**src/design/mrd_pkg.sv**
```systemverilog
// Shared types, constants and the CRC16 byte update for the Modbus RTU response deframer.
`timescale 1ns / 1ps
package mrd_pkg;

    localparam int BUFFER_BYTES_DEF = 64;

    localparam logic [15:0] CRC_POLY      = 16'hA001;
    localparam logic [15:0] CRC_INIT      = 16'hFFFF;
    localparam logic [7:0]  FC_READ_HOLD  = 8'h03;
    localparam logic [7:0]  FC_READ_INPUT = 8'h04;
    localparam logic [7:0]  LEN_SHORT     = 8'd5;
    localparam logic [7:0]  LEN_DEFAULT   = 8'd8;
    localparam logic [7:0]  LEN_HEADER    = 8'd5;

    typedef enum logic {
        CMD_RX    = 1'b0,
        CMD_CLEAR = 1'b1
    } cmd_t;

    typedef struct packed {
        cmd_t       command;
        logic [7:0] rx_byte;
        logic       overrun_error;
        logic       framing_error;
        logic       noise_error;
    } item_t;

    typedef struct packed {
        logic       byte_accepted;
        logic [5:0] byte_position;
        logic       frame_done;
        logic [6:0] frame_length;
        logic       crc_ok;
        logic [7:0] function_code;
        logic       line_error;
    } frame_res_t;

    typedef struct packed {
        logic [31:0] frame_total;
        logic [31:0] overrun_total;
        logic [31:0] framing_total;
        logic [31:0] noise_total;
    } totals_t;

    // Reflected CRC16 update over one byte, LSB first.
    function automatic logic [15:0] crc16_byte(input logic [15:0] crc_in,
                                               input logic [7:0]  data);
        logic [15:0] crc;
        crc = crc_in ^ {8'h00, data};
        for (int k = 0; k < 8; k++) begin
            if (crc[0]) begin
                crc = (crc >> 1) ^ CRC_POLY;
            end else begin
                crc = crc >> 1;
            end
        end
        return crc;
    endfunction

endpackage

```
**src/design/mrd_frame_ctl.sv**
```systemverilog
// Frame tracking: byte position, expected length, function code and running CRC.
`timescale 1ns / 1ps
module mrd_frame_ctl #(
    parameter int BUFFER_BYTES = mrd_pkg::BUFFER_BYTES_DEF
) (
    input  logic                aclk,
    input  logic                aresetn,
    input  logic                step,
    input  mrd_pkg::item_t      item,
    output mrd_pkg::frame_res_t res
);
    import mrd_pkg::*;

    localparam int CNT_W = $clog2(BUFFER_BYTES + 1);
    localparam logic [CNT_W-1:0] CNT_FULL = CNT_W'(BUFFER_BYTES);
    localparam logic [CNT_W-1:0] CNT_TWO  = CNT_W'(2);
    localparam logic [CNT_W-1:0] CNT_THREE = CNT_W'(3);

    logic [CNT_W-1:0] count_reg, count_next;
    logic [7:0]       exp_len_reg, exp_len_next;
    logic [7:0]       func_reg, func_next;
    logic [15:0]      crc_reg, crc_next;

    logic             is_clear;
    logic             line_err;
    logic             rx_ok;
    logic [CNT_W-1:0] base_cnt;
    logic [15:0]      base_crc;
    logic [15:0]      crc_upd;
    logic [CNT_W-1:0] new_cnt;
    logic [7:0]       exp_upd;
    logic             reach;
    logic             done;

    always_comb begin
        is_clear = (item.command == CMD_CLEAR);
        line_err = !is_clear
                   && (item.overrun_error || item.framing_error || item.noise_error);
        rx_ok    = !is_clear && !line_err;

        // Wrap to position zero once the buffer is full.
        base_cnt = (count_reg == CNT_FULL) ? '0 : count_reg;
        base_crc = (count_reg == CNT_FULL) ? CRC_INIT : crc_reg;
        crc_upd  = crc16_byte(base_crc, item.rx_byte);
        new_cnt  = base_cnt + CNT_W'(1);

        func_next = func_reg;
        exp_upd   = exp_len_reg;
        if (rx_ok && new_cnt == CNT_TWO) begin
            func_next = item.rx_byte;
            if (item.rx_byte[7] || item.rx_byte == FC_READ_HOLD
                || item.rx_byte == FC_READ_INPUT) begin
                exp_upd = LEN_SHORT;
            end else begin
                exp_upd = LEN_DEFAULT;
            end
        end else if (new_cnt == CNT_THREE
                     && (func_reg == FC_READ_HOLD || func_reg == FC_READ_INPUT)) begin
            exp_upd = LEN_HEADER + item.rx_byte;
        end

        reach = ({1'b0, 8'(new_cnt)} >= {1'b0, exp_upd});
        done  = rx_ok && reach;

        if (rx_ok) begin
            exp_len_next = exp_upd;
            count_next   = done ? '0 : new_cnt;
            crc_next     = done ? CRC_INIT : crc_upd;
        end else begin
            exp_len_next = LEN_DEFAULT;
            count_next   = '0;
            crc_next     = CRC_INIT;
        end

        res.byte_accepted = rx_ok;
        res.byte_position = rx_ok ? 6'(base_cnt) : '0;
        res.frame_done    = done;
        res.frame_length  = done ? 7'(new_cnt) : '0;
        res.crc_ok        = done && (new_cnt >= CNT_TWO) && (crc_upd == 16'h0000);
        res.function_code = func_next;
        res.line_error    = line_err;
    end

    always_ff @(posedge aclk) begin
        if (!aresetn) begin
            count_reg   <= '0;
            exp_len_reg <= LEN_DEFAULT;
            func_reg    <= '0;
            crc_reg     <= CRC_INIT;
        end else if (step) begin
            count_reg   <= count_next;
            exp_len_reg <= exp_len_next;
            func_reg    <= func_next;
            crc_reg     <= crc_next;
        end
    end

endmodule

```
**src/design/mrd_err_cnt.sv**
```systemverilog
// Wrapping totals of completed frames and of each line error kind.
`timescale 1ns / 1ps
module mrd_err_cnt (
    input  logic             aclk,
    input  logic             aresetn,
    input  logic             step,
    input  mrd_pkg::item_t   item,
    input  logic             frame_done,
    input  logic             line_error,
    output mrd_pkg::totals_t totals
);
    import mrd_pkg::*;

    totals_t tot_reg, tot_next;

    // Totals shown with an item already include that item.
    always_comb begin
        tot_next = tot_reg;
        if (step && frame_done) begin
            tot_next.frame_total = tot_reg.frame_total + 32'd1;
        end
        if (step && line_error && item.overrun_error) begin
            tot_next.overrun_total = tot_reg.overrun_total + 32'd1;
        end
        if (step && line_error && item.framing_error) begin
            tot_next.framing_total = tot_reg.framing_total + 32'd1;
        end
        if (step && line_error && item.noise_error) begin
            tot_next.noise_total = tot_reg.noise_total + 32'd1;
        end
        totals = tot_next;
    end

    always_ff @(posedge aclk) begin
        if (!aresetn) begin
            tot_reg <= '0;
        end else begin
            tot_reg <= tot_next;
        end
    end

endmodule

```
**src/design/modbus_rtu_response_deframer_top.sv**
```systemverilog
// Top level of the Modbus RTU response deframer: input register, frame logic, result register.
//
//  channel | dir | handshake         | payload
//  s_      | in  | s_valid / s_ready | command, rx_byte, overrun/framing/noise flags
//  m_      | out | m_valid / m_ready | accept/position, frame done/length/crc, totals
//
// One item per cycle sustained while m_ready stays high; an accepted item passes
// through the input register and then the result register before m_valid rises for it.
// An item is registered on entry, then the frame logic and CRC byte update run
// combinationally while it moves into the result register.
// Reset (aresetn low, synchronous) empties both registers and restores frame state.
// A stalled result holds in its register; one more item waits in the input register.
`timescale 1ns / 1ps
module modbus_rtu_response_deframer_top #(
    parameter int BUFFER_BYTES = mrd_pkg::BUFFER_BYTES_DEF
) (
    input  logic        aclk,
    input  logic        aresetn,
    input  logic        s_valid,
    output logic        s_ready,
    input  logic        s_command,
    input  logic [7:0]  s_rx_byte,
    input  logic        s_overrun_error,
    input  logic        s_framing_error,
    input  logic        s_noise_error,
    output logic        m_valid,
    input  logic        m_ready,
    output logic        m_byte_accepted,
    output logic [5:0]  m_byte_position,
    output logic        m_frame_done,
    output logic [6:0]  m_frame_length,
    output logic        m_crc_ok,
    output logic        m_exception_reply,
    output logic [7:0]  m_function_code,
    output logic        m_line_error,
    output logic [31:0] m_frame_total,
    output logic [31:0] m_overrun_total,
    output logic [31:0] m_framing_total,
    output logic [31:0] m_noise_total
);
    import mrd_pkg::*;

    logic       in_valid_reg;
    item_t      in_item_reg;
    logic       out_valid_reg;
    frame_res_t res_reg;
    totals_t    tot_reg;

    logic       advance;
    frame_res_t res;
    totals_t    totals;

    assign advance = in_valid_reg && (!out_valid_reg || m_ready);
    assign s_ready = !in_valid_reg || advance;

    mrd_frame_ctl #(
        .BUFFER_BYTES(BUFFER_BYTES)
    ) u_frame_ctl (
        .aclk    (aclk),
        .aresetn (aresetn),
        .step    (advance),
        .item    (in_item_reg),
        .res     (res)
    );

    mrd_err_cnt u_err_cnt (
        .aclk       (aclk),
        .aresetn    (aresetn),
        .step       (advance),
        .item       (in_item_reg),
        .frame_done (res.frame_done),
        .line_error (res.line_error),
        .totals     (totals)
    );

    always_ff @(posedge aclk) begin
        if (!aresetn) begin
            in_valid_reg  <= 1'b0;
            out_valid_reg <= 1'b0;
        end else begin
            if (s_valid && s_ready) begin
                in_valid_reg <= 1'b1;
            end else if (advance) begin
                in_valid_reg <= 1'b0;
            end
            if (advance) begin
                out_valid_reg <= 1'b1;
            end else if (m_ready) begin
                out_valid_reg <= 1'b0;
            end
        end
    end

    always_ff @(posedge aclk) begin
        if (s_valid && s_ready) begin
            in_item_reg.command       <= cmd_t'(s_command);
            in_item_reg.rx_byte       <= s_rx_byte;
            in_item_reg.overrun_error <= s_overrun_error;
            in_item_reg.framing_error <= s_framing_error;
            in_item_reg.noise_error   <= s_noise_error;
        end
        if (advance) begin
            res_reg <= res;
            tot_reg <= totals;
        end
    end

    assign m_valid           = out_valid_reg;
    assign m_byte_accepted   = res_reg.byte_accepted;
    assign m_byte_position   = res_reg.byte_position;
    assign m_frame_done      = res_reg.frame_done;
    assign m_frame_length    = res_reg.frame_length;
    assign m_crc_ok          = res_reg.crc_ok;
    assign m_exception_reply = res_reg.function_code[7];
    assign m_function_code   = res_reg.function_code;
    assign m_line_error      = res_reg.line_error;
    assign m_frame_total     = tot_reg.frame_total;
    assign m_overrun_total   = tot_reg.overrun_total;
    assign m_framing_total   = tot_reg.framing_total;
    assign m_noise_total     = tot_reg.noise_total;

endmodule

```
**config.mk**
```make
export PLATFORM = sky130hd
export DESIGN_NAME = modbus_rtu_response_deframer_top
export DESIGN_NICKNAME = d
export VERILOG_FILES = /design/src/design/mrd_pkg.sv /design/src/design/mrd_frame_ctl.sv /design/src/design/mrd_err_cnt.sv /design/src/design/modbus_rtu_response_deframer_top.sv
export SDC_FILE = /design/constraint.sdc
export NUM_CORES = 1
export LEC_CHECK = 0
export ABC_CLOCK_PERIOD_IN_PS = 6500
export CAP_MARGIN = 20
export CORE_MARGIN = 2
export CORE_UTILIZATION = 56
export CTS_CLUSTER_DIAMETER = 120
export DETAILED_ROUTE_END_ITERATION = 8
export DONT_BUFFER_PORTS = 1
export PLACE_DENSITY = 0.78
export SLEW_MARGIN = 0
export SYNTH_ARGS = -nofsm -noshare
export SYNTH_HDL_FRONTEND = slang
export SYNTH_SLANG_ARGS = --single-unit
```
**constraint.sdc**
```tcl
create_clock -name aclk -period 6.5 [get_ports aclk]
set_clock_uncertainty 0.1 [all_clocks]
set_input_delay 0.325 -clock aclk [delete_from_list [all_inputs] [get_ports aclk]]
set_output_delay 0.325 -clock aclk [all_outputs]
set_load 0.05 [all_outputs]
```
# Word level (Yosys, flattened, before mapping)
# Index checks and enable logic that the tools add are counted.
# classes
magnitude_cmp,2
n_bitwise,9
mux,27
add_sub_neg,6
n_eq_ne,7
reduce_logical,28
# ops
cell,count
$mux W16,11
$add A32 B1 Y32 const B,4
$mux W32,4
$mux W8,4
$not A2 Y3,8
$mux W7,3
$eq A8 B2 Y1 const B,2
$eq A8 B3 Y1 const B,2
$logic_not A16 Y1,1
$xor A16 B8 Y16,1
$eq A7 B2 Y1 const B,2
$logic_and A1 B1 Y1,14
$add A3 B8 Y8 const A,1
$ge A7 B8 Y1,1
$add A7 B1 Y7 const B,1
$eq A7 B7 Y1 const B,1
$ge A7 B2 Y1 const B,1
$logic_or A1 B1 Y1,7
$logic_not A1 Y1,4
$mux W1,4
$mux W4,1
$reduce_bool A2 Y1,2
# totals
register_bits,334
elab_cells,105

# Depth between registers and ports, before layout
# logic_depth
word_depth,21
mapped_depth,17
depth_no_buf,15

# Modules after synthesis
# A second synthesis with hierarchy kept.
# unflattened
cells_unflattened,1428
area_unflattened_um2,15436.1
# by_module_without_submodules
mod,seq_area_each_um2,n_inst,cells_each,area_per_inst_um2
mrd_err_cnt,2562.5,1,853,7124.3
modbus_rtu_response_deframer_top,4994.8,1,175,5066.1
mrd_frame_ctl,780.7,1,400,3245.6

# Worst setup path after synthesis
# OpenSTA, ideal clock, no wires.
# synth_path
path_kind,reg-to-reg
startpoint,"register out_valid_reg, in the netlist m_valid"
endpoint,register u_frame_ctl.crc_reg[0]
slack_ns,0.207
arrival_ns,6.106
path_buffers,1
stages_incl_launch_ff,7
required_ns,6.312
setup_ns,0.088
path_cell_list,dfxtp_1 -> nand2b_1 -> nand2_1 -> inv_2 -> clkbuf_1 -> o21ai_0 -> nand4_1
# synth_between
elab_chain_cells,3
# synth_lines
item,line_no,source
"start, declared",modbus_rtu_response_deframer_top.sv:45,logic out_valid_reg;
"start signal, assigned",modbus_rtu_response_deframer_top.sv:79,out_valid_reg <= 1'b0;
"start signal, assigned",modbus_rtu_response_deframer_top.sv:87,out_valid_reg <= 1'b1;
"start signal, assigned",modbus_rtu_response_deframer_top.sv:89,out_valid_reg <= 1'b0;
$logic_not A1 Y1,modbus_rtu_response_deframer_top.sv:53,assign advance = in_valid_reg && (!out_valid_reg || m_ready);
$logic_or A1 B1 Y1,modbus_rtu_response_deframer_top.sv:53,
$logic_and A1 B1 Y1,modbus_rtu_response_deframer_top.sv:53,
net advance,modbus_rtu_response_deframer_top.sv:49,logic advance;
"end signal, assigned",mrd_frame_ctl.sv:94,crc_reg <= crc_next;
"end, declared",mrd_frame_ctl.sv:22,"logic [15:0] crc_reg, crc_next;"
# The timed path passes the listed nets, and every way through them passes these cells.
# A chain may end at the register's enable or synchronous reset.

==> results.md <==
Setup path:
- In this run the critical register-to-register path is captured at m_crc_ok.
- The data required time at the worst endpoint is 6.60 ns.
- The setup check on the worst reg-to-reg path leaves a slack of 1.17 ns.
- The startpoint kind of the worst setup timing path is a flop.
- The longest individual stage delay on the worst path is 0.76 ns.
- The largest delay contributor family on the critical path is compound AO/OA/AOI/OAI gates.
- The buffering stage count on the worst path with inverters included is 2.
- The number of cells on the critical path is 15.
- The sort of element at the end of the critical path is a flop.
- On the critical path, the stage with the largest delay is an instance of sky130_fd_sc_hd__o21ai_1.
- The logic depth of the worst register-to-register path is 15.
- The critical path in this run is classified as reg2reg.
- The critical path goes through ha_1, a41oi_1, a2111o_1, nand2b_1, nor2_1, a21oi_1, ha_1, a21oi_1, o21ai_0, a21oi_4, buf_4, a211oi_2, buf_4, o21ai_1, nor4_1.
- The reg-to-reg critical path startpoint is u_frame_ctl.count_reg[0].
- The arrival time of the worst setup path is 5.43 ns.
- The maximum fanout along the worst path is 22.

STA:
- Setup violations remaining at the end of the flow were counted as 0.
- For the pin with the worst max-slew slack, the measured transition is 1.048 ns.
- The normalized max-slew margin is 30.11%.
- Setup total negative slack on the finished layout was measured at 0 ns.
- The count of final max-slew check failures is 0.
- Dividing the final minimum period by the clock period gives 82.01%.
- Setup repair after global routing left no endpoint under its margin.
- The achievable frequency is 187.6 MHz.
- The worst hold slack is 0.03461 ns.
- The number of endpoints with negative hold slack in the final report is 0.
- The minimum clock period after layout is 5.330 ns.

Cells and area:
- The share of post-route cells with drive strength above 1 is 7.757%.
- Cells fill 62.68% of the core in the end.
- The register with the most flip-flops in the layout has 128 of them.
- Registers take 8338 um2.
- The area overhead of the layout relative to synthesis is 9.345%.
- After filler insertion, the fill cell instance count of the layout stands at 2006.
- The area of combinational cells with multiple inputs is 6335 um2.
- The net count of the finished layout is 1324.

Run status:
- The flow ran to the end, and the final reports show no timing, DRC or antenna violations.

Power:
- IR analysis of the VDD net gives a maximum drop of 0.1700 mV.
- The internal cell power is 3.332 mW.
- In this run, flip-flops and latches consume 55.6% of the power.
- The combinational fraction of design power is 3.4%.
- The cell leakage power is 6.122 nW.
- The clock network is responsible for 41.0% of the overall power.
- In this run the power spent charging and discharging nets is 1.092 mW.
- The power density relative to cell area is 269.3 nW/um2.
- The fraction of power spent switching nets is 24.68%.

Logic synthesis:
- The number of library cell types mapped by synthesis is 72.
- The count of flip-flops with a built-in enable after synthesis is 165.
- Counting instances in the post-synthesis netlist gives the leading cell types as sky130_fd_sc_hd__dfxtp_1, sky130_fd_sc_hd__edfxtp_1, sky130_fd_sc_hd__nand2_1.
- Of all cell types, the one taking the most synthesized area is sky130_fd_sc_hd__edfxtp_1.
- The netlist area before placement is 15020 um2.
- Among all cell types in the netlist, the one instantiated most often is sky130_fd_sc_hd__dfxtp_1.
- The area share of the leading cell type in the synthesized netlist is 32.98%.
- The average instance in the mapped netlist occupies 11.56 um2.
- The most frequently used flop master after synthesis is sky130_fd_sc_hd__dfxtp_1.
- After synthesis, the cell types taking the most area are sky130_fd_sc_hd__edfxtp_1, sky130_fd_sc_hd__dfxtp_1, sky130_fd_sc_hd__xor2_1.
- The register area share after synthesis is 55.50%.
- The number of register bits inferred by synthesis is 334.
- The post-synth net total is 1334.
- After technology mapping, the gate count stands at 1300.
- Yosys printed 0 warnings.
- The proportion of synthesized flip-flops having asynchronous set or reset is 0%.

Die:
- During I/O placement, the number of pins put on the boundary was 172.
- The floorplan die width is 167.8 um.
- After floorplanning, the core was divided into 59 placement rows.
- The total area inside the core boundary comes to 26210 um2.
- The die covers 28150 um2.
- The floorplan step set the die height to 167.8 um.
- The initial utilization of the core area, before any placement, comes to 57.33%.

Clock tree:
- The H-tree was split into 2 levels.
- Buffers inserted during clock tree synthesis total 35.
- The maximum buffer depth of the clock tree is 3.
- At the later pin of the worst-skew pair, clock insertion delay measures 0.51 ns.
- The tree is rooted in a sky130_fd_sc_hd__clkbuf_16.
- CTS saw 334 sinks.
- The number of instances resized during post-cts repair is 0.
- The TritonCTS clock tree is yes.
- The CTS clock-pin slew for the worst setup and hold paths is 0.06 ns.

Routing:
- The mean routed wirelength per cell is 18.26 um.
- The detail route stage leaves a number of antenna-violating nets equal to 0.
- In this run, the number of DRC markers left after iteration 0 of detailed routing was 686.
- The vias after detailed routing is 9484.
- The first TritonRoute pass finished after 5 iterations.
- Wires add up to 30140 um.
- The DRC violation count after routing is 0.
- The via density per instance is 5.744.

Global routing:
- The global-route usage over all layers is 21.46%.
- Global routing finished with a remaining overflow of 0.
- The initial antenna violation count came to 1.
- The first global-routing pass estimated 49110 um of wire.
- The number of global-route vias before repair is 9229.
- The largest net degree at the start of global routing is 195.

Min path:
- The worst hold path begins at m_ready.
- The worst hold-check path type is in2reg.
- The worst hold endpoint is in_valid_reg.
- The number of instances on the worst hold path is 3.

Run:
- The number of max-cap violations is 0.

Placed design:
- The placed wire-length estimate is 19430 um.
- The number of buffer cells added on primary ports is 0.
- The congestion estimate from routability-driven global placement came to 0.8792.
==> cell families after synthesis <==
family	share of synthesized area (%)
flip-flops	55.50
adder cells (fa/ha/maj)	1.499
AND/OR/NAND/NOR	18.75
buffers and inverters	2.607
multiplexers	3.823
XOR/XNOR	10.02
AO/OA/AOI/OAI	7.804
==> worst register-to-register path: cells and delay by family (launching register included) <==
family	cells	cell delay, ns
DFF	1	0.48
buffers and inverters	2	0.76
adders and majority gates	2	0.66
AOI/OAI and AO/OA	8	2.40
and+or+nand+nor	3	0.63
==> per-stage QoR <==
stage	total power, mW	instance area (um2)	instances	setup slack, ns
3_5_place_dp	2.631	15240	1574	1.217
2_1_floorplan	2.611	15020	1300	0.2068
6_report	4.424	16430	1651	1.170
5_1_grt	4.569	16430	1651	0.8984
4_1_cts	4.470	16420	1650	1.178
3_3_place_gp	2.628	15240	1574	1.288
==> per-layer routing <==
metal | vias to the layer above | GRT usage (%) | part of all wire [%]
li1 | 4587 | - | -
met1 | 4587 | 28.50 | 45
met2 | 255 | 35.68 | 47
met3 | 55 | 4.725 | 5.2
met4 | 0 | 5.974 | 2.2
met5 | - | 0 | 0
==> cell usage in the layout (no fill, tap or decap), drive strengths merged, types with 3 or more instances in the layout <==
| master | netlist | layout |
|---|---|---|
| a2111oi | 16 | 16 |
| a211oi | 6 | 6 |
| a21oi | 23 | 23 |
| a22o | 3 | 3 |
| a32o | 6 | 6 |
| and2 | 106 | 106 |
| and3 | 27 | 27 |
| and4 | 17 | 17 |
| buf | 15 | 7 |
| clkbuf | 52 | 46 |
| clkinv | 0 | 12 |
| dfxtp | 169 | 169 |
| dlygate4sd3 | 0 | 13 |
| edfxtp | 165 | 165 |
| ha | 18 | 18 |
| inv | 26 | 28 |
| mux2 | 11 | 11 |
| mux2i | 45 | 45 |
| nand2 | 111 | 111 |
| nand2b | 39 | 39 |
| nand3 | 52 | 52 |
| nand3b | 3 | 3 |
| nand4 | 32 | 32 |
| nor2 | 54 | 54 |
| nor2b | 16 | 16 |
| nor3 | 30 | 30 |
| nor3b | 3 | 3 |
| nor4 | 17 | 17 |
| o2111a | 9 | 9 |
| o21ai | 16 | 16 |
| o22ai | 7 | 7 |
| o32ai | 5 | 5 |
| xnor2 | 75 | 75 |
| xor2 | 89 | 89 |
==> power by group through the flow <==
stage | clock [mW] | sequential, mW | combinational, mW
floorplan | 0 | 2.49 | 0.117
global placement | 0 | 2.51 | 0.122
detailed placement | 0 | 2.51 | 0.125
CTS | 1.86 | 2.46 | 0.151
global route | 1.94 | 2.47 | 0.164
finish | 1.81 | 2.46 | 0.151
==> worst max path at each step <==
stage          slack (ns)                     end                      from
3_5_place_dp         1.22                m_crc_ok  u_frame_ctl.count_reg[0]
3_3_place_gp         1.29                m_crc_ok  u_frame_ctl.count_reg[0]
6_report             1.17                m_crc_ok  u_frame_ctl.count_reg[0]
5_1_grt              0.90                m_crc_ok  u_frame_ctl.count_reg[1]
2_1_floorplan        0.21  u_frame_ctl.crc_reg[0]                   m_valid
4_1_cts              1.18                m_crc_ok  u_frame_ctl.count_reg[0]
==> timing repair <==
| item | CTS | global route |
|---|---|---|
| hold buffers | 14 | 0 |
| setup buffers | 0 | 0 |
| hold endpoints to repair | 170 | 0 |
==> area by class of cell <==
cell class	count	area share, %
diodes	1	0.01523
multi-input cells	873	38.56
flip-flops and latches	334	50.76
clock inverters	16	0.6093
inverters	26	0.6246
clock buffers	46	5.644
well taps	335	2.552
repair buffers	20	1.234
No activity file was read; power rests on OpenSTA's default activity.
